**src/hw/rtl/rme_pkg.sv**
```systemverilog
package rme_pkg;

	localparam int DATA_W     = 16;
	localparam int FRAC_W     = DATA_W - 4;
	localparam int ANGLE_W    = 16;
	localparam int STEPS      = 14;
	localparam int THR_W      = 12;

	// Square root of a sum of squares of input elements.
	localparam int SQ_W       = 2 * DATA_W;
	localparam int RT_W       = SQ_W / 2;
	localparam int REM_W      = RT_W + 4;

	// Row normalization: |m| * 2^F + len/2, quotient never above 2^F.
	localparam int NUM_W      = DATA_W + FRAC_W;
	localparam int Q_W        = FRAC_W + 1;
	localparam int N_W        = Q_W + 1;

	// Arctangent unit.
	localparam int OP_W       = N_W + 1;
	localparam int SCALE_SH   = 34 - DATA_W;
	localparam int CW         = OP_W + SCALE_SH + 3;
	localparam int Z_W        = 32;
	localparam logic [Z_W-1:0] HALF_TURN = Z_W'(1) << (Z_W - 1);

	localparam int SQRT_LAT   = RT_W;
	localparam int DIV_LAT    = Q_W;
	localparam int CORDIC_LAT = STEPS + 1;
	localparam int PIPE_LAT   = 2 + SQRT_LAT + DIV_LAT + 2 + SQRT_LAT + 1 + CORDIC_LAT;

	typedef struct packed {
		logic [ANGLE_W-1:0] a1;
		logic [ANGLE_W-1:0] a2;
		logic [ANGLE_W-1:0] a3;
		logic               sing;
	} rme_result_t;

	// atan(2^-i) as a binary angle, one full turn is 2^32.
	function automatic logic [Z_W-1:0] atan_ang(input int i);
		case (i)
			0:       return 32'd536870912;
			1:       return 32'd316933406;
			2:       return 32'd167458907;
			3:       return 32'd85004756;
			4:       return 32'd42667331;
			5:       return 32'd21354465;
			6:       return 32'd10679838;
			7:       return 32'd5340245;
			8:       return 32'd2670163;
			9:       return 32'd1335087;
			10:      return 32'd667544;
			11:      return 32'd333772;
			12:      return 32'd166886;
			13:      return 32'd83443;
			14:      return 32'd41722;
			15:      return 32'd20861;
			16:      return 32'd10430;
			17:      return 32'd5215;
			18:      return 32'd2608;
			19:      return 32'd1304;
			20:      return 32'd652;
			21:      return 32'd326;
			22:      return 32'd163;
			23:      return 32'd81;
			24:      return 32'd41;
			25:      return 32'd20;
			26:      return 32'd10;
			27:      return 32'd5;
			28:      return 32'd3;
			29:      return 32'd1;
			default: return '0;
		endcase
	endfunction

	// Round a full-precision angle to the output width, wrapping.
	function automatic logic [ANGLE_W-1:0] rnd_ang(input logic [Z_W-1:0] z);
		logic [Z_W-1:0] t;
		t = z + (Z_W'(1) << (Z_W - ANGLE_W - 1));
		return t[Z_W-1 -: ANGLE_W];
	endfunction

endpackage

```
**src/hw/rtl/rme_sqrt.sv**
```systemverilog
module rme_sqrt (
	input  logic                      clk,
	input  logic                      en,
	input  logic [rme_pkg::SQ_W-1:0]  radicand,
	output logic [rme_pkg::RT_W-1:0]  root
);
	import rme_pkg::*;

	// One result bit per stage, restoring digit-by-digit method.
	logic [SQ_W-1:0]  rad_s  [0:RT_W];
	logic [REM_W-1:0] rem_s  [0:RT_W];
	logic [RT_W-1:0]  root_s [0:RT_W];

	assign rad_s[0]  = radicand;
	assign rem_s[0]  = '0;
	assign root_s[0] = '0;

	for (genvar g = 0; g < RT_W; g++) begin : g_step
		logic [REM_W-1:0] rem_sh;
		logic [REM_W-1:0] trial;
		logic             fits;

		always_comb begin
			rem_sh = {rem_s[g][REM_W-3:0], rad_s[g][SQ_W-1 -: 2]};
			trial  = {{(REM_W - RT_W - 2){1'b0}}, root_s[g], 2'b01};
			fits   = (rem_sh >= trial);
		end

		always_ff @(posedge clk) begin
			if (en) begin
				rad_s[g+1]  <= {rad_s[g][SQ_W-3:0], 2'b00};
				rem_s[g+1]  <= fits ? (rem_sh - trial) : rem_sh;
				root_s[g+1] <= {root_s[g][RT_W-2:0], fits};
			end
		end
	end

	assign root = root_s[RT_W];

endmodule

```
**config.mk**
```make
export PLATFORM = sky130hd
export DESIGN_NAME = rme_sqrt
export DESIGN_NICKNAME = d
export VERILOG_FILES = /design/src/hw/rtl/rme_pkg.sv /design/src/hw/rtl/rme_sqrt.sv
export SDC_FILE = /design/constraint.sdc
export NUM_CORES = 1
export LEC_CHECK = 0
export BUFFER_PORTS_ARGS = -buffer_cell sky130_fd_sc_hd__buf_2
export CORE_MARGIN = 2
export CORE_UTILIZATION = 35
export DETAILED_ROUTE_END_ITERATION = 8
export PLACE_DENSITY = 0.55
export SLEW_MARGIN = 20
export SYNTH_ARGS = -nofsm -noshare
export SYNTH_HDL_FRONTEND = slang
export SYNTH_SLANG_ARGS = --single-unit
```
**constraint.sdc**
```tcl
create_clock -name clk -period 2.8 [get_ports clk]
set_input_delay 0.28 -clock clk [delete_from_list [all_inputs] [get_ports clk]]
set_output_delay 0.28 -clock clk [all_outputs]
set_load 0.05 [all_outputs]
```
==> metrics <==
outcome=finished, violations left; failing checks=setup timing; Top cell by count, worst path=or3_4; Final Routed Wirelength=55,860 um; total global-route track usage=0.1312; most frequent cells in the layout=edfxtp_1, inv_1, nor2_1, ha_1, nand2_1; clock-pin slew on the worst setup and hold paths=60 ps; DR WL/cell=15.63 um; Slew headroom=0.5406; number of H-tree levels=3; Chip Width=292.9 um; number of nets with antenna violations after routing=0; Syn Nets=2,417; crit-path max FO=8; Antenna diodes=0; final hold vios=0; IO Count=50; Vias=17,780; MaxCap Viol Count=0; DR vias/cell=4.974; Worst EP required=3140 ps; die area=85,760 sq um; Syn Std Cell Area=29,200 sq um; fin crit period=2837 ps; fmax=352.5 MHz; final core utilization=0.4184; Initial Util=0.3545; final hold slack=87.15 ps; Post-Syn Instances=2,230; Crit. End Element=flop; family with the most delay on the worst path=simple AND/OR/NAND/NOR gates; final setup fails=5; buffers plus inverters on the worst setup path=1; DP HPWL=40,050 um; synthesized flop and latch total=626; remaining global-route overflow=0; Async SR Flop Fraction=0; CTS tree=done; Post-synth EDFFs=626; Root Buffer=clkbuf_16; CP max stage cell=or4_4; final worst slack=-36.68 ps; CTS sink cnt=626; WP data arrival=3180 ps; # rows=105; Clock Latency Late Sink=620 ps; CP cell instances=or3_4 > or4_4 > or3_4 > or3_4 > nor3_4 > buf_12 > mux2_2; Starting DRT DRC Count=1,106; largest net degree at the start of global routing=95; Tcrit/Tclk final=1.013; vias in the first global route=17,650; layout cell share with drive strength beyond 1=0.1297; DRC=0; pre-CTS WS=-142.3 ps; first-pass GRT wire length=91,720 um; Distinct cells, synth=72; commonest non-fill, non-tap cell in the layout=edfxtp_1; Most used DFF post-synth=edfxtp_1; Max VDD drop=384.0 uV; Area Growth Syn to Fin=18.01%; syn avg cell area=13.10 sq um; register area share after synthesis=0.6437; CP max stage delay=420 ps; fin nets=2,637; Hold Path Class=primary input to flop; GP Congestion=0.8657; IO buf count=49; Leakage=13.08 nW; deepest clock path buffer count=3; initial antenna violation count=0; pwr dens=740.3 nW/um^2; measured slew at the worst slew-check pin=689.0 ps; Synth warnings=0; Startpoint Class=flop; Worst Skew=29.11 ps; height of the die=292.9 um; RSZ-0062 raised after global routing=true; placeable core area=82,370 sq um; drt pass-1 iters=5; Num CTS Buffers=74; critical path type=flop to flop; Slew Viols, Final=0
metrics by stage:
| stage | area [sq um] | total power, W | instances | setup TNS, ps |
|---|---|---|---|---|
| 2_1_floorplan | 29220 | 0.01471 | 2230 | -1846 |
| 3_3_place_gp | 31540 | 0.01598 | 3408 | -890.3 |
| 3_5_place_dp | 31540 | 0.01606 | 3408 | -998.9 |
| 4_1_cts | 34350 | 0.02583 | 3572 | -323.4 |
| 5_1_grt | 34460 | 0.02684 | 3575 | -910.1 |
| 6_report | 34460 | 0.02551 | 3575 | -152.1 |
cells in the mapped netlist, types with 21 or more instances:
master | number | area share
edfxtp_1 | 626 | 0.64
inv_1 | 183 | 0.024
ha_1 | 153 | 0.066
nor2_1 | 152 | 0.020
nand2_1 | 136 | 0.017
a21oi_1 | 126 | 0.022
o21ai_0 | 99 | 0.017
xor2_1 | 91 | 0.027
xnor2_1 | 88 | 0.026
nor3_1 | 66 | 0.011
nor4_1 | 37 | 0.0079
clkbuf_1 | 32 | 0.0041
nand3_1 | 32 | 0.0055
mux2_2 | 31 | 0.012
a21o_1 | 29 | 0.0075
o21a_1 | 26 | 0.0067
nand2b_1 | 25 | 0.0054
o211ai_1 | 23 | 0.0059
a211oi_1 | 22 | 0.0057
nand4_1 | 21 | 0.0045
worst paths after layout:
path	start	to	slack, ps	cells past startpoint
worst max register to register	g_step[7].rem_sh[11]	g_step[8].rem_sh[4]	-40	7
worst min-delay path	en	rad_s[483]	90	1
worst min register to register	rad_s[311]	rad_s[281]	410	0
worst max-delay path	g_step[7].rem_sh[11]	g_step[8].rem_sh[4]	-40	7
cell type report:
| cell class | instances | area (sq um) |
|---|---|---|
| clock buffers | 84 | 1889 |
| clock inverters | 47 | 565.5 |
| fillers | 7482 | 47910 |
| inverters | 184 | 690.7 |
| multi-input cells | 1385 | 9712 |
| flip-flops and latches | 626 | 18800 |
| well taps | 1070 | 1339 |
| repair buffers | 179 | 1468 |
cell families (layout without fill, tap and decap cells):
logic type	count (synthesis)	after routing	synth area share
flops	626	626	0.6437
compound gates	414	414	0.08925
xor+xnor	179	179	0.05368
fa+ha+maj	153	153	0.06555
simple gates	595	595	0.1034
mux	43	43	0.01607
buf+inv	219	494	0.02819
other cells	1	1	0.0001284
per-layer routing:
layer  vias up  share of wire  global-route usage  routed length [um]
met5         -              0                   0                   0
met4         0          0.021             0.03840                1181
met3        88          0.043             0.02405                2408
met2       358           0.47              0.2189               26530
met1      8566           0.46              0.1743               25750
li1       8770              -                   -                   -
report_power, final:
group / total [W] / internal (W) / switching, W
sequential: 0.0122 / 0.0116 / 0.000596
clock: 0.00956 / 0.00566 / 0.00390
combinational: 0.00380 / 0.00170 / 0.00210
state kept, by name, summed over array words and instances, names as in the netlist:
| name | cells |
|---|---|
| root | 16 |
| rad_s | 210 |
| g_step.rem_sh | 280 |
| g_step.trial | 120 |
what timing repair did:
| action | in CTS | in global routing |
|---|---|---|
| endpoints found under the hold margin | 33 | 0 |
| pin swaps | 2 | 2 |
| gates cloned | 0 | 0 |
| setup buffers | 0 | 3 |
| hold buffers | 33 | 0 |
| endpoints found under the setup margin | 11 | 48 |
| resized for setup | 6 | 19 |
Power figures use the tool's default switching activity.
