### src/hw/rtl/rme_pkg.sv
package rme_pkg;

	localparam int DATA_W     = 16;
	localparam int FRAC_W     = DATA_W - 4;
	localparam int ANGLE_W    = 16;
	localparam int STEPS      = 14;
	localparam int THR_W      = 12;

	// Square root of a sum of squares of input elements.
	localparam int SQ_W       = 2 * DATA_W;
	localparam int RT_W       = SQ_W / 2;
	localparam int REM_W      = RT_W + 4;

	// Row normalization: |m| * 2^F + len/2, quotient never above 2^F.
	localparam int NUM_W      = DATA_W + FRAC_W;
	localparam int Q_W        = FRAC_W + 1;
	localparam int N_W        = Q_W + 1;

	// Arctangent unit.
	localparam int OP_W       = N_W + 1;
	localparam int SCALE_SH   = 34 - DATA_W;
	localparam int CW         = OP_W + SCALE_SH + 3;
	localparam int Z_W        = 32;
	localparam logic [Z_W-1:0] HALF_TURN = Z_W'(1) << (Z_W - 1);

	localparam int SQRT_LAT   = RT_W;
	localparam int DIV_LAT    = Q_W;
	localparam int CORDIC_LAT = STEPS + 1;
	localparam int PIPE_LAT   = 2 + SQRT_LAT + DIV_LAT + 2 + SQRT_LAT + 1 + CORDIC_LAT;

	typedef struct packed {
		logic [ANGLE_W-1:0] a1;
		logic [ANGLE_W-1:0] a2;
		logic [ANGLE_W-1:0] a3;
		logic               sing;
	} rme_result_t;

	// atan(2^-i) as a binary angle, one full turn is 2^32.
	function automatic logic [Z_W-1:0] atan_ang(input int i);
		case (i)
			0:       return 32'd536870912;
			1:       return 32'd316933406;
			2:       return 32'd167458907;
			3:       return 32'd85004756;
			4:       return 32'd42667331;
			5:       return 32'd21354465;
			6:       return 32'd10679838;
			7:       return 32'd5340245;
			8:       return 32'd2670163;
			9:       return 32'd1335087;
			10:      return 32'd667544;
			11:      return 32'd333772;
			12:      return 32'd166886;
			13:      return 32'd83443;
			14:      return 32'd41722;
			15:      return 32'd20861;
			16:      return 32'd10430;
			17:      return 32'd5215;
			18:      return 32'd2608;
			19:      return 32'd1304;
			20:      return 32'd652;
			21:      return 32'd326;
			22:      return 32'd163;
			23:      return 32'd81;
			24:      return 32'd41;
			25:      return 32'd20;
			26:      return 32'd10;
			27:      return 32'd5;
			28:      return 32'd3;
			29:      return 32'd1;
			default: return '0;
		endcase
	endfunction

	// Round a full-precision angle to the output width, wrapping.
	function automatic logic [ANGLE_W-1:0] rnd_ang(input logic [Z_W-1:0] z);
		logic [Z_W-1:0] t;
		t = z + (Z_W'(1) << (Z_W - ANGLE_W - 1));
		return t[Z_W-1 -: ANGLE_W];
	endfunction

endpackage

### src/hw/rtl/rme_outq.sv
module rme_outq (
	input  logic                 clk,
	input  logic                 arst_n,
	input  logic                 push,
	input  rme_pkg::rme_result_t push_data,
	output logic                 ready,
	output logic                 pop_valid,
	input  logic                 pop_stall,
	output rme_pkg::rme_result_t pop_data
);
	import rme_pkg::*;

	// Two-entry queue; the pipeline freezes only while both entries are full.
	rme_result_t ent_q [0:1];
	logic        wr_q;
	logic        rd_q;
	logic [1:0]  cnt_q;
	logic        pop;

	assign ready     = (cnt_q != 2'd2);
	assign pop_valid = (cnt_q != 2'd0);
	assign pop       = pop_valid && !pop_stall;
	assign pop_data  = ent_q[rd_q];

	always_ff @(posedge clk or negedge arst_n) begin
		if (!arst_n) begin
			wr_q  <= 1'b0;
			rd_q  <= 1'b0;
			cnt_q <= 2'd0;
		end else begin
			if (push) begin
				wr_q <= !wr_q;
			end
			if (pop) begin
				rd_q <= !rd_q;
			end
			cnt_q <= cnt_q + {1'b0, push} - {1'b0, pop};
		end
	end

	always_ff @(posedge clk) begin
		if (push) begin
			ent_q[wr_q] <= push_data;
		end
	end

endmodule

### config.mk
export PLATFORM = sky130hd
export DESIGN_NAME = rme_outq
export DESIGN_NICKNAME = d
export VERILOG_FILES = /design/src/hw/rtl/rme_pkg.sv /design/src/hw/rtl/rme_outq.sv
export SDC_FILE = /design/constraint.sdc
export NUM_CORES = 1
export LEC_CHECK = 0
export ABC_AREA = 1
export BUFFER_PORTS_ARGS = -buffer_cell sky130_fd_sc_hd__buf_2
export CAP_MARGIN = 20
export CORE_ASPECT_RATIO = 0.75
export CORE_MARGIN = 2
export CORE_UTILIZATION = 30
export CTS_CLUSTER_DIAMETER = 200
export DETAILED_ROUTE_END_ITERATION = 16
export PLACE_DENSITY = 0.55
export SLEW_MARGIN = 20
export SYNTH_ARGS = -nofsm -noshare
export SYNTH_HDL_FRONTEND = slang
export SYNTH_SLANG_ARGS = --single-unit
export TNS_END_PERCENT = 30
### constraint.sdc
create_clock -name clk -period 2.64 [get_ports clk]
set_input_delay 0.396 -clock clk [delete_from_list [all_inputs] [get_ports clk]]
set_output_delay 0.396 -clock clk [all_outputs]
set_load 0.05 [all_outputs]
==> impl_results.md <==
* Worst Setup End Kind: primary output
* EDFF count, synth at 98
* Latest clock arrival within the worst-skew pair at 340 ps
* Synth Register Bits at 102
* Layout area overhead at 24.94%
* Initial antenna violation count at 0
* Final Instance Area at 0.004801 mm^2
* CORE AREA at 0.01239 mm^2
* Final Hold Vio Count at 0
* Final Critical Period at 2398 ps
* Total Power at 6.306 mW
* Detail Placement HPWL at 4547 um
* Cell Area, Placed at 0.004501 mm^2
* Final setup fails at 0
* Post-synth ARST share at 3.922%
* Die Ht at 102.0 um
* DR WL/cell at 12.92 um
* Detailed-route via count at 2301
* Unrepaired setup endpoints after global routing: false
* Outcome: completed
* Post-route insts no fill at 565
* Ys Warns at 0
* Setup TNS at 0 ps
* Top-area cell type share of the netlist area at 76.59%
* Largest area contributor in the netlist: edfxtp_1
* CP required at 2240 ps
* Arrival time of the worst setup path at 2000 ps
* Netlist cell types at 13
* Worst reg2reg path depth at 3
* Post-synth top cells: nand2_1, edfxtp_1, inv_1
* Synth Cell Area at 0.003842 mm^2
* PwrDens at 1314 mW/mm^2
* First-pass GRT wire length at 11520 um
* Area of the multi-input gates at 653.1 um^2
* Cell count after synthesis at 287
* Routed Antenna Nets at 0
* Deepest clock path buffer count at 2
* Placed Instances at 548
* Largest net degree at the start of global routing at 51
* CTS tree: built
* Final core utilization at 38.74%
* Top cells by area, synth: edfxtp_1, nand2_1, dfrtp_1
* 1st-iter DRT viols at 76
* Hold Path Cell Cnt at 1
* CP max stage delay at 800 ps
* Slew @ Worst Pin at 693.4 ps
* TritonCTS Buffers at 9
* Post-CTS sizing at 0
* Slowest CP cell: dfrtp_2
* Clock slew at reported path FFs at 60 ps
* H-tree depth at 3
* Final Max Slew Viols at 0
* Mean post-synth cell area at 13.39 um^2
* CTS Root Buffer Type: clkbuf_16
* RD Place Congestion at 0.6711
* Hold Crit Class: in2reg
* Layout cell share with drive strength beyond 1 at 31.58%
* Slew headroom at 53.78%
* Row count at 35
* # nets final at 449
* WS Path Type: reg2out
* Clk sinks at 102
* Total gr overflow at 0
* Most common cell in the netlist: nand2_1
* Die span in x at 134.7 um
* Clock Skews at 3.730 ps
* LEAKAGE at 2.085 nW
* Initial Util at 31.00%
* Total track usage at 11.26%
* Cells along the critical path: buf_4 > nand2_1 > nand2_1 > buf_2
* IO Port Bufs at 103
* Antenna cells at 0
* Vias/cell at 4.073
* Final period utilization at 90.83%
* Max rail drop VDD at 0.5456 mV
* Post-CTS Setup Inserts at 0
* Register area at 0.003044 mm^2
* Startpoint types: flip-flop
* Area of the die at 0.01374 mm^2
* Ports at 104
* Final wirelength at 7300 um
* Max_cap viols at 0
* Vias in the first global route at 2301
* Filler Cell Count at 1225
* FMAX at 417.0 MHz
* Sequential area share after synthesis at 79.19%
* Peak fanout along the critical path at 32
* Residual DRC at 0
* Syn nets at 342
* Detailed Routing Iterations Pass 1 at 4
* Synth Flop Type: edfxtp_1
* Most used cell, CP: nand2_1
* R2R Setup Slk at 1100 ps
-- worst paths after layout --
path,from,end
setup / recovery,rd_q,pop_data[8]
hold / removal,push_data[32],ent_q[1][32]
setup reg to reg,wr_q,ent_q[1][37]
hold reg to reg,wr_q,wr_q
max in group asynchronous,arst_n,rd_q
min in group asynchronous,arst_n,cnt_q[0]
-- metal layers --
layer  GRT usage, %  up-vias  routed length, um
met4          3.887        0                 81
met3          4.563        6                500
li1               -     1166                  -
met2          19.60       67               3518
met1          12.70     1062               3199
met5              0        -                  0
-- registers in the layout, summed over array words and instances (netlist names) --
register and cells:
rd_q 1, wr_q 1, cnt_q 2, ent_q 98
-- power by group --
group | internal, mW | switching [mW] | leakage, nW
clock network | 0.727 | 0.541 | 0.143
logic | 0.532 | 2.19 | 0.976
registers | 2.15 | 0.164 | 0.966
total | 3.41 | 2.89 | 2.08
-- worst max-delay path: cells and delay by family, from the launching register on --
kind                   cells  cell delay (ps)
DFF                        1              800
buffers and inverters      2              630
and+or+nand+nor            2              190
-- layout by cell type, fill, tap and decap left out --
| master | netlist | routed |
|---|---|---|
| nor2_4 | 0 | 1 |
| dfrtp_2 | 0 | 1 |
| buf_12 | 0 | 1 |
| edfxtp_1 | 98 | 98 |
| clkinv_4 | 0 | 1 |
| nand2_1 | 158 | 158 |
| inv_8 | 1 | 1 |
| xor2_1 | 1 | 1 |
| inv_1 | 9 | 8 |
| buf_4 | 5 | 2 |
| clkinv_1 | 0 | 1 |
| clkinv_2 | 0 | 3 |
| inv_2 | 0 | 1 |
| dlygate4sd3_1 | 0 | 1 |
| dfrtp_1 | 4 | 3 |
| nand3_2 | 1 | 1 |
| clkbuf_16 | 0 | 9 |
| ha_1 | 2 | 2 |
| bufinv_16 | 0 | 1 |
| nand3_1 | 1 | 1 |
| buf_2 | 0 | 103 |
| clkinvlp_4 | 0 | 1 |
-- timing repair --
item,4_1_cts,5_1_grt
endpoints found under the setup margin,0,0
hold endpoints to repair,4,0
hold buffers,1,0
-- cells by family (layout without fill, tap and decap cells) --
kind of cell               Yosys count  count (layout)  share of synthesized area [%]
xor gates and xnor gates             1               1                         0.2280
buffers and inverters               21             133                          4.005
DFF                                102             102                          79.19
adders and majority gates            2               2                         0.6511
and+or+nand+nor                    161             161                          15.92
-- metrics by stage --
step                worst slack, ps  hold slack, ps
finish                        242.1           246.2
global route                  65.13           227.2
CTS                           189.7           230.4
detailed placement            564.4           206.5
global placement              593.5           205.7
floorplan                     527.6           100.4
-- area by class of cell --
type	instances	area share (%)
Sequential cell	102	63.41
Clock buffer	9	4.691
Inverter	10	0.9382
Tap cell	166	4.326
Clock inverter	7	1.355
Multi-Input combinational cell	164	13.60
Timing Repair Buffer	107	11.68
Note: power is estimated with default switching activity, not from simulation.
