**src/hw/rtl/rme_pkg.sv**
```systemverilog
package rme_pkg;

	localparam int DATA_W     = 16;
	localparam int FRAC_W     = DATA_W - 4;
	localparam int ANGLE_W    = 16;
	localparam int STEPS      = 14;
	localparam int THR_W      = 12;

	// Square root of a sum of squares of input elements.
	localparam int SQ_W       = 2 * DATA_W;
	localparam int RT_W       = SQ_W / 2;
	localparam int REM_W      = RT_W + 4;

	// Row normalization: |m| * 2^F + len/2, quotient never above 2^F.
	localparam int NUM_W      = DATA_W + FRAC_W;
	localparam int Q_W        = FRAC_W + 1;
	localparam int N_W        = Q_W + 1;

	// Arctangent unit.
	localparam int OP_W       = N_W + 1;
	localparam int SCALE_SH   = 34 - DATA_W;
	localparam int CW         = OP_W + SCALE_SH + 3;
	localparam int Z_W        = 32;
	localparam logic [Z_W-1:0] HALF_TURN = Z_W'(1) << (Z_W - 1);

	localparam int SQRT_LAT   = RT_W;
	localparam int DIV_LAT    = Q_W;
	localparam int CORDIC_LAT = STEPS + 1;
	localparam int PIPE_LAT   = 2 + SQRT_LAT + DIV_LAT + 2 + SQRT_LAT + 1 + CORDIC_LAT;

	typedef struct packed {
		logic [ANGLE_W-1:0] a1;
		logic [ANGLE_W-1:0] a2;
		logic [ANGLE_W-1:0] a3;
		logic               sing;
	} rme_result_t;

	// atan(2^-i) as a binary angle, one full turn is 2^32.
	function automatic logic [Z_W-1:0] atan_ang(input int i);
		case (i)
			0:       return 32'd536870912;
			1:       return 32'd316933406;
			2:       return 32'd167458907;
			3:       return 32'd85004756;
			4:       return 32'd42667331;
			5:       return 32'd21354465;
			6:       return 32'd10679838;
			7:       return 32'd5340245;
			8:       return 32'd2670163;
			9:       return 32'd1335087;
			10:      return 32'd667544;
			11:      return 32'd333772;
			12:      return 32'd166886;
			13:      return 32'd83443;
			14:      return 32'd41722;
			15:      return 32'd20861;
			16:      return 32'd10430;
			17:      return 32'd5215;
			18:      return 32'd2608;
			19:      return 32'd1304;
			20:      return 32'd652;
			21:      return 32'd326;
			22:      return 32'd163;
			23:      return 32'd81;
			24:      return 32'd41;
			25:      return 32'd20;
			26:      return 32'd10;
			27:      return 32'd5;
			28:      return 32'd3;
			29:      return 32'd1;
			default: return '0;
		endcase
	endfunction

	// Round a full-precision angle to the output width, wrapping.
	function automatic logic [ANGLE_W-1:0] rnd_ang(input logic [Z_W-1:0] z);
		logic [Z_W-1:0] t;
		t = z + (Z_W'(1) << (Z_W - ANGLE_W - 1));
		return t[Z_W-1 -: ANGLE_W];
	endfunction

endpackage

```
**src/hw/rtl/rme_div.sv**
```systemverilog
module rme_div (
	input  logic                              clk,
	input  logic                              en,
	input  logic signed [rme_pkg::DATA_W-1:0] elem,
	input  logic [rme_pkg::RT_W-1:0]          len,
	output logic signed [rme_pkg::N_W-1:0]    norm
);
	import rme_pkg::*;

	// Rounded quotient |elem| * 2^F / len, one quotient bit per stage.
	logic [DATA_W-1:0] mag;
	logic [NUM_W-1:0]  rem_s  [0:Q_W];
	logic [Q_W-1:0]    q_s    [0:Q_W];
	logic [RT_W-1:0]   len_s  [0:Q_W];
	logic              neg_s  [0:Q_W];
	logic              zero_s [0:Q_W];
	logic [N_W-1:0]    q_ext;

	assign mag       = elem[DATA_W-1] ? DATA_W'(-elem) : DATA_W'(elem);
	assign rem_s[0]  = {mag, {FRAC_W{1'b0}}} + NUM_W'(len >> 1);
	assign q_s[0]    = '0;
	assign len_s[0]  = len;
	assign neg_s[0]  = elem[DATA_W-1];
	assign zero_s[0] = (len == '0);

	for (genvar g = 0; g < Q_W; g++) begin : g_step
		logic [NUM_W-1:0] den;
		logic             fits;

		always_comb begin
			den  = NUM_W'(len_s[g]) << (Q_W - 1 - g);
			fits = (rem_s[g] >= den);
		end

		always_ff @(posedge clk) begin
			if (en) begin
				rem_s[g+1]  <= fits ? (rem_s[g] - den) : rem_s[g];
				q_s[g+1]    <= {q_s[g][Q_W-2:0], fits};
				len_s[g+1]  <= len_s[g];
				neg_s[g+1]  <= neg_s[g];
				zero_s[g+1] <= zero_s[g];
			end
		end
	end

	assign q_ext = {1'b0, q_s[Q_W]};

	always_comb begin
		if (zero_s[Q_W] || (len_s[Q_W] == '0)) begin
			norm = '0;
		end else if (neg_s[Q_W]) begin
			norm = -signed'(q_ext);
		end else begin
			norm = signed'(q_ext);
		end
	end

endmodule

```
**config.mk**
```make
export PLATFORM = sky130hd
export DESIGN_NAME = rme_div
export DESIGN_NICKNAME = d
export VERILOG_FILES = /design/src/hw/rtl/rme_pkg.sv /design/src/hw/rtl/rme_div.sv
export SDC_FILE = /design/constraint.sdc
export NUM_CORES = 1
export LEC_CHECK = 0
export BUFFER_PORTS_ARGS = -buffer_cell sky130_fd_sc_hd__buf_4
export CORE_MARGIN = 2
export CORE_UTILIZATION = 42
export DETAILED_ROUTE_END_ITERATION = 6
export GPL_TIMING_DRIVEN = 1
export MAX_ROUTING_LAYER = met4
export PLACE_DENSITY = 0.62
export SKIP_CTS_REPAIR_TIMING = 1
export SLEW_MARGIN = 20
export SYNTH_ARGS = -nofsm -noshare
export SYNTH_HDL_FRONTEND = slang
export SYNTH_SLANG_ARGS = --single-unit
```
**constraint.sdc**
```tcl
create_clock -name clk -period 6.35 [get_ports clk]
set_input_delay 0 -clock clk [delete_from_list [all_inputs] [get_ports clk]]
set_output_delay 0 -clock clk [all_outputs]
set_load 0.02 [all_outputs]
```
==> results.sh, run 1 <==
export IMPL_cts_sinks=583
export IMPL_hold_depth=3
export IMPL_fillers=6783
export IMPL_cp_start_kind="primary input"
export IMPL_fin_skew_ns=0.0285
export IMPL_n_antenna_cell=0
export IMPL_clock_power_share_pct=24.9
export IMPL_cts_max_level=3
export IMPL_ys_seq_area_share_pct=54.5
export IMPL_synth_main_ff_cell="edfxtp_1"
export IMPL_grt_setup_unrepaired="false"
export IMPL_vias_per_cell=5.47
export IMPL_crit_chain="dlygate4sd3_1 -> buf_4 -> inv_1 -> ha_1 -> or4b_1 -> o41ai_1 -> xor2_1 -> nor4b_1 -> xnor2_1 -> ha_1 -> and4_1 -> nand3_1 -> or4_1 -> a31oi_1 -> or3_1 -> o21ai_1 -> clkinv_1 -> buf_4 -> mux2_2"
export IMPL_hold_path_class="primary input to flip-flop"
export IMPL_syn_area_um2=32100
export IMPL_io_buffers=47
export IMPL_wl_per_cell_um=18.1
export IMPL_numCtsBuffers=67
export IMPL_start_util_pct=42.4
export IMPL_die_height_um=281
export IMPL_avgSynthCellArea_um2=11.3
export IMPL_grt_pass1_wl_um=114000
export IMPL_synthTopCellsByArea="edfxtp_1 54%, ha_1 8.3%, xnor2_1 3.4%"
export IMPL_drc=0
export IMPL_yosysTopAreaCell="edfxtp_1"
export IMPL_worstSetupPathType="primary input to flip-flop"
export IMPL_power_switching_mw=5.19
export IMPL_yosysWarnings=0
export IMPL_arrival_ns=5.49
export IMPL_die_w_um=281
export IMPL_synth_seq_cells=583
export IMPL_worstMarginPinSlew_ns=1.04
export IMPL_synth_edf_count=583
export IMPL_cts_tree="built"
export IMPL_grt_overflow_total=0
export IMPL_crit_required_ns=6.73
export IMPL_cp_end_kind="flip-flop"
export IMPL_first_pass_iters=5
export IMPL_period_share_pct=80.5
export IMPL_first_iter_violations=1594
export IMPL_cts_clk_slew_worst_paths_ns=0.06
export IMPL_design_die_area_um2=78700
export IMPL_fin_crit_ns=5.11
export IMPL_nets=3205
export IMPL_cp_num_buf_inv=5
export IMPL_syn_inst=2844
export IMPL_dp_hpwl_um=54200
export IMPL_setup_violations=0
export IMPL_gp_congestion=0.911
export IMPL_slowest_stage="nor4b_1"
export IMPL_synth_async_sr_flop_share_pct=0
export IMPL_io_pins=48
export IMPL_cp_max_fo=6
export IMPL_grt_pass1_vias=21400
export IMPL_coreArea_um2=75800
export IMPL_vdd_drop_max_v=0.000195
export IMPL_max_slew_margin_pct=30.7
export IMPL_clock_latency_ns=0.63
export IMPL_critPathTopFamily="simple AND/OR/NAND/NOR gates"
export IMPL_finalHoldViolCount=0
export IMPL_cts_buffer_depth=3
export IMPL_ff2ff_path_depth=11
export IMPL_drive_gt1_share_pct=8.19
export IMPL_leakagePower_nw=13.9
export IMPL_vias=21700
export IMPL_pwr_share_comb_pct=35.0
export IMPL_status="complete, no violations"
export IMPL_synth_top_cell_area_share_pct=54.5
export IMPL_p_int_mw=9.87
export IMPL_cts_root_buf="clkbuf_16"
export IMPL_syn_nets=3104
export IMPL_whs_ns=0.00461
export IMPL_path_depth=19
export IMPL_synth_cell_types=83
export IMPL_grt_max_degree=188
export IMPL_final_antenna_net_count=0
export IMPL_antenna_found_initial=0
export IMPL_drv_cap=0
export IMPL_fin_area_um2=36000
export IMPL_slew_violations=0
export IMPL_grt_usage_pct=18.9
export IMPL_row_count=101
export IMPL_cpPeakStageDelay_ns=0.72
export IMPL_power_share_switching_pct=34.5
export IMPL_syn_to_final_growth_pct=12.1
export IMPL_powerDensity_nw_per_um2=418
export IMPL_power_frac_seq_pct=40.1
export IMPL_drt_total_wl_um=71900
export IMPL_postPlaceCellArea_um2=33700
export IMPL_finalSetupTns_ns=0
export IMPL_fmax_ghz=0.196
[state kept, by name, indices dropped and copies added, names as in the netlist]
register    cells
q_ext          13
rem_s         336
g_step.den    114
q_s            78
neg_s          13
len_s          16
zero_s         13
[logic make-up after synthesis]
kind of cell | Yosys count | synth area share (%)
simple gates | 786 | 12.2
xor+xnor | 227 | 6.19
flops | 583 | 54.5
compound gates | 654 | 12.6
fa+ha+maj | 226 | 9.10
mux | 48 | 1.66
buf+inv | 320 | 3.79
[cell type report]
class	count	area [µm²]	area share, %
Inverter	269	1010	2.80
Tap cell	978	1220	3.40
Timing Repair Buffer	83	706	1.96
Multi-Input combinational cell	1941	13400	37.3
Clock buffer	74	1700	4.73
Sequential cell	583	17500	48.6
Clock inverter	43	457	1.27
[final timing paths]
| check | start | end | slack (ns) |
|---|---|---|---|
| setup / recovery | elem[0] | rem_s[362] | 1.24 |
| hold / removal | elem[6] | rem_s[354] | 0.005 |
| setup reg to reg | rem_s[336] | rem_s[334] | 2.66 |
| hold reg to reg | q_s[54] | q_s[42] | 0.41 |
[per-layer routing]
metal,part of all wire [%],wire (µm),vias up,track usage (%)
met1,42,30200,10400,22.1
met3,4.0,2850,153,2.66
met2,50,36300,456,32.7
li1,-,-,10700,-
met4,3.6,2570,0,7.80
met5,0,0,-,-
[worst register-to-register path: cells and delay by family, from the launching register on]
kind                     cells  cell delay, ns
AO/OA/AOI/OAI                4            1.36
buffers and inverters        3            0.52
AND/OR/NAND/NOR              2            0.51
flip-flops                   1            0.44
adder cells (fa/ha/maj)      1            0.31
multiplexers                 1            0.30
[power groups by stage]
stage	clock, mW	combinational (mW)	sequential [mW]
after floorplan	0	4.03	5.83
after global placement	0	5.08	6.11
after detailed placement	0	5.20	6.12
after CTS	3.86	5.24	6.05
after global routing	4.01	5.92	6.12
final	3.75	5.26	6.04
[per-stage QoR]
step                      utilization (%)  cells  power [mW]  setup WS, ns
after floorplan                         -   2844        9.86          1.68
after global placement               44.4   3834        11.2          1.31
after detailed placement             44.4   3834        11.3          1.19
after CTS                            47.2   3951        15.1          1.82
after global routing                 47.5   3971        16.0         0.862
final                                47.5   3971        15.1          1.24
[synth_stat cells (26+ instances only)]
cell,number
a21o_1,56
a21oi_1,190
a31oi_1,26
clkbuf_1,42
edfxtp_1,583
ha_1,213
inv_1,267
mux2_2,42
nand2_1,212
nand2b_1,39
nand3_1,41
nand4_1,34
nor2_1,194
nor2b_1,27
nor3_1,78
nor4_1,26
o21a_1,28
o21ai_0,195
xnor2_1,126
xor2_1,101
[cells in the final DEF (no fill, tap or decap), drive strengths merged, types with 56 or more instances in the layout]
master	count
nor2	194
o21ai	199
a21oi	190
a21o	56
xnor2	126
inv	273
nor3	78
buf	63
ha	213
xor2	101
clkbuf	74
edfxtp	583
nand2	212
Note: power is estimated with default switching activity, not from simulation.
==> inputs of run 2 (changes only) <==
Clock period 6.35 ns to 5 ns, I/O delays scaled along.
==> run 2 against run 1 <==
  * Clock power up 34%
  * Register-to-register slack got worse by 1.4 ns
  * Worst hold slack better by 0.016 ns
  * Highest routed layer unchanged
  * Die area is the same
  * Sequential cell count stayed put
==> results.sh, run 2 (synthesized netlist as in run 1, its figures left out) <==
export IMPL_status="complete, no violations"
export IMPL_cp_max_fo=7
export IMPL_drive_gt1_share_pct=8.20
export IMPL_postPlaceCellArea_um2=33700
export IMPL_max_slew_margin_pct=29.2
export IMPL_worstMarginPinSlew_ns=1.06
export IMPL_rrSetupSlack_ns=1.26
export IMPL_first_iter_violations=1352
export IMPL_cts_max_level=3
export IMPL_setup_worst_path_end="rem_s[362]"
export IMPL_grt_usage_pct=18.8
export IMPL_cpPeakStageDelay_ns=0.53
export IMPL_io_buffers=47
export IMPL_dp_hpwl_um=54400
export IMPL_grt_pass1_wl_um=114000
export IMPL_rr_startpoint="rem_s[67]"
export IMPL_start_util_pct=42.4
export IMPL_period_share_pct=86.5
export IMPL_grt_overflow_total=0
export IMPL_syn_to_final_growth_pct=12.5
export IMPL_arrival_ns=4.68
export IMPL_drv_cap=0
export IMPL_design_die_area_um2=78700
export IMPL_startpoint="len[13]"
export IMPL_fin_skew_ns=0.0263
export IMPL_drc=0
export IMPL_cts_clk_slew_worst_paths_ns=0.05
export IMPL_final_common_cell="edfxtp_1"
export IMPL_worstSetupPathType="primary input to flip-flop"
export IMPL_finalHoldViolCount=0
export IMPL_mostFrequentLayoutCells="583 x edfxtp_1, 267 x inv_1, 213 x ha_1, 212 x nand2_1, 195 x o21ai_0"
export IMPL_numCtsBuffers=67
export IMPL_final_antenna_net_count=0
export IMPL_cts_tree="built"
export IMPL_vdd_drop_max_v=0.000256
export IMPL_hold_path_class="primary input to flip-flop"
export IMPL_cts_root_buf="clkbuf_16"
export IMPL_wl_per_cell_um=18.0
export IMPL_cp_start_kind="primary input"
export IMPL_io_pins=48
export IMPL_cp_end_kind="flip-flop"
export IMPL_cp_num_buf_inv=5
export IMPL_ff2ff_path_depth=11
export IMPL_clock_latency_ns=0.62
export IMPL_setup_violations=0
export IMPL_die_height_um=281
export IMPL_fmax_ghz=0.231
export IMPL_critPathTopFamily="compound AO/OA/AOI/OAI gates"
export IMPL_vias=21600
export IMPL_cts_sinks=583
export IMPL_finalSetupTns_ns=0
export IMPL_cts_buffer_depth=3
export IMPL_top_register="rem_s"
export IMPL_antenna_found_initial=0
export IMPL_slew_violations=0
export IMPL_grt_max_degree=154
export IMPL_largest_reg_flops=336
export IMPL_nets=3207
export IMPL_grt_setup_unrepaired="false"
export IMPL_crit_required_ns=5.35
export IMPL_slowest_stage="dlygate4sd3_1"
export IMPL_fin_crit_ns=4.32
export IMPL_drt_total_wl_um=71600
export IMPL_fin_area_um2=36200
export IMPL_leakagePower_nw=14.0
export IMPL_powerDensity_nw_per_um2=535
export IMPL_row_count=101
export IMPL_crit_chain="dlygate4sd3_1 -> buf_4 -> ha_1 -> inv_1 -> fa_1 -> inv_1 -> a21o_1 -> nand2_1 -> or2_2 -> nor2_1 -> xnor2_1 -> ha_1 -> a211oi_1 -> o21ai_0 -> a31oi_1 -> a31oi_1 -> or3_1 -> o21ai_1 -> clkinv_1 -> mux2_2"
export IMPL_r2r_end="rem_s[52]"
export IMPL_die_w_um=281
export IMPL_coreArea_um2=75800
export IMPL_n_antenna_cell=0
export IMPL_gp_congestion=0.910
export IMPL_path_depth=20
export IMPL_first_pass_iters=7
export IMPL_grt_pass1_vias=21200
export IMPL_vias_per_cell=5.43
==> run 2: cell types whose count changed in the layout (fill, tap and decap cells not counted), sizes merged <==
cell / previous run / this run
bufinv: 4 / 9
buf: 63 / 65
clkbuf: 74 / 79
clkinv: 27 / 30
inv: 273 / 271
clkinvlp: 8 / 3
==> run 2: final cells by class <==
type	instances	area [µm²]
clock inverter	44	517
timing repair buffer	85	733
tap	978	1220
multi-input combinational	1941	13400
fill	6766	39700
inverter	269	1010
sequential	583	17500
clock buffer	79	1740
==> run 2: metal layers <==
layer	wire length [µm]	GRT usage [%]	up-vias	part of all wire, %
li1	-	-	10700	-
met1	30800	22.3	10400	43
met2	36600	33.0	404	51
met3	2250	2.48	132	3.1
met4	2050	5.88	0	2.9
met5	0	-	-	0
==> run 2: through the flow <==
step	utilization (%)	std cells	hold WS (ns)	setup slack [ns]	power (mW)
detailed placement	44.4	3836	0.213	0.277	14.4
floorplan	-	2844	0.0989	0.332	12.5
CTS	47.4	3959	-0.431	0.867	19.5
finish	47.7	3979	0.0205	0.677	19.3
global route	47.7	3979	0.0317	0.292	20.6
global placement	44.4	3836	0.213	0.293	14.2
==> run 2: worst reg2reg max path: cells and delay by family (launching register included) <==
family / cells / cell delay [ns]
compound gates: 4 / 0.81
flops: 1 / 0.41
simple gates: 3 / 1.12
fa+ha+maj: 1 / 0.40
xor+xnor: 1 / 0.14
buf+inv: 2 / 0.61
==> run 2: how the worst min path moves through the flow <==
| stage | from | end | slack [ns] | cells past startpoint |
|---|---|---|---|---|
| after CTS | len[0] | g_step[1].den[11] | -0.43 | 1 |
| after global placement | len[0] | g_step[1].den[11] | 0.21 | 1 |
| final | elem[6] | rem_s[354] | 0.02 | 3 |
| after floorplan | len[0] | g_step[1].den[11] | 0.1 | 0 |
| after global routing | elem[6] | rem_s[354] | 0.03 | 3 |
| after detailed placement | len[0] | g_step[1].den[11] | 0.21 | 1 |
==> run 2: report_power, final <==
group	internal [mW]	switching [mW]	total [mW]
clock	2.99	2.02	5.01
sequential	6.91	0.761	7.67
combinational	2.90	3.75	6.66
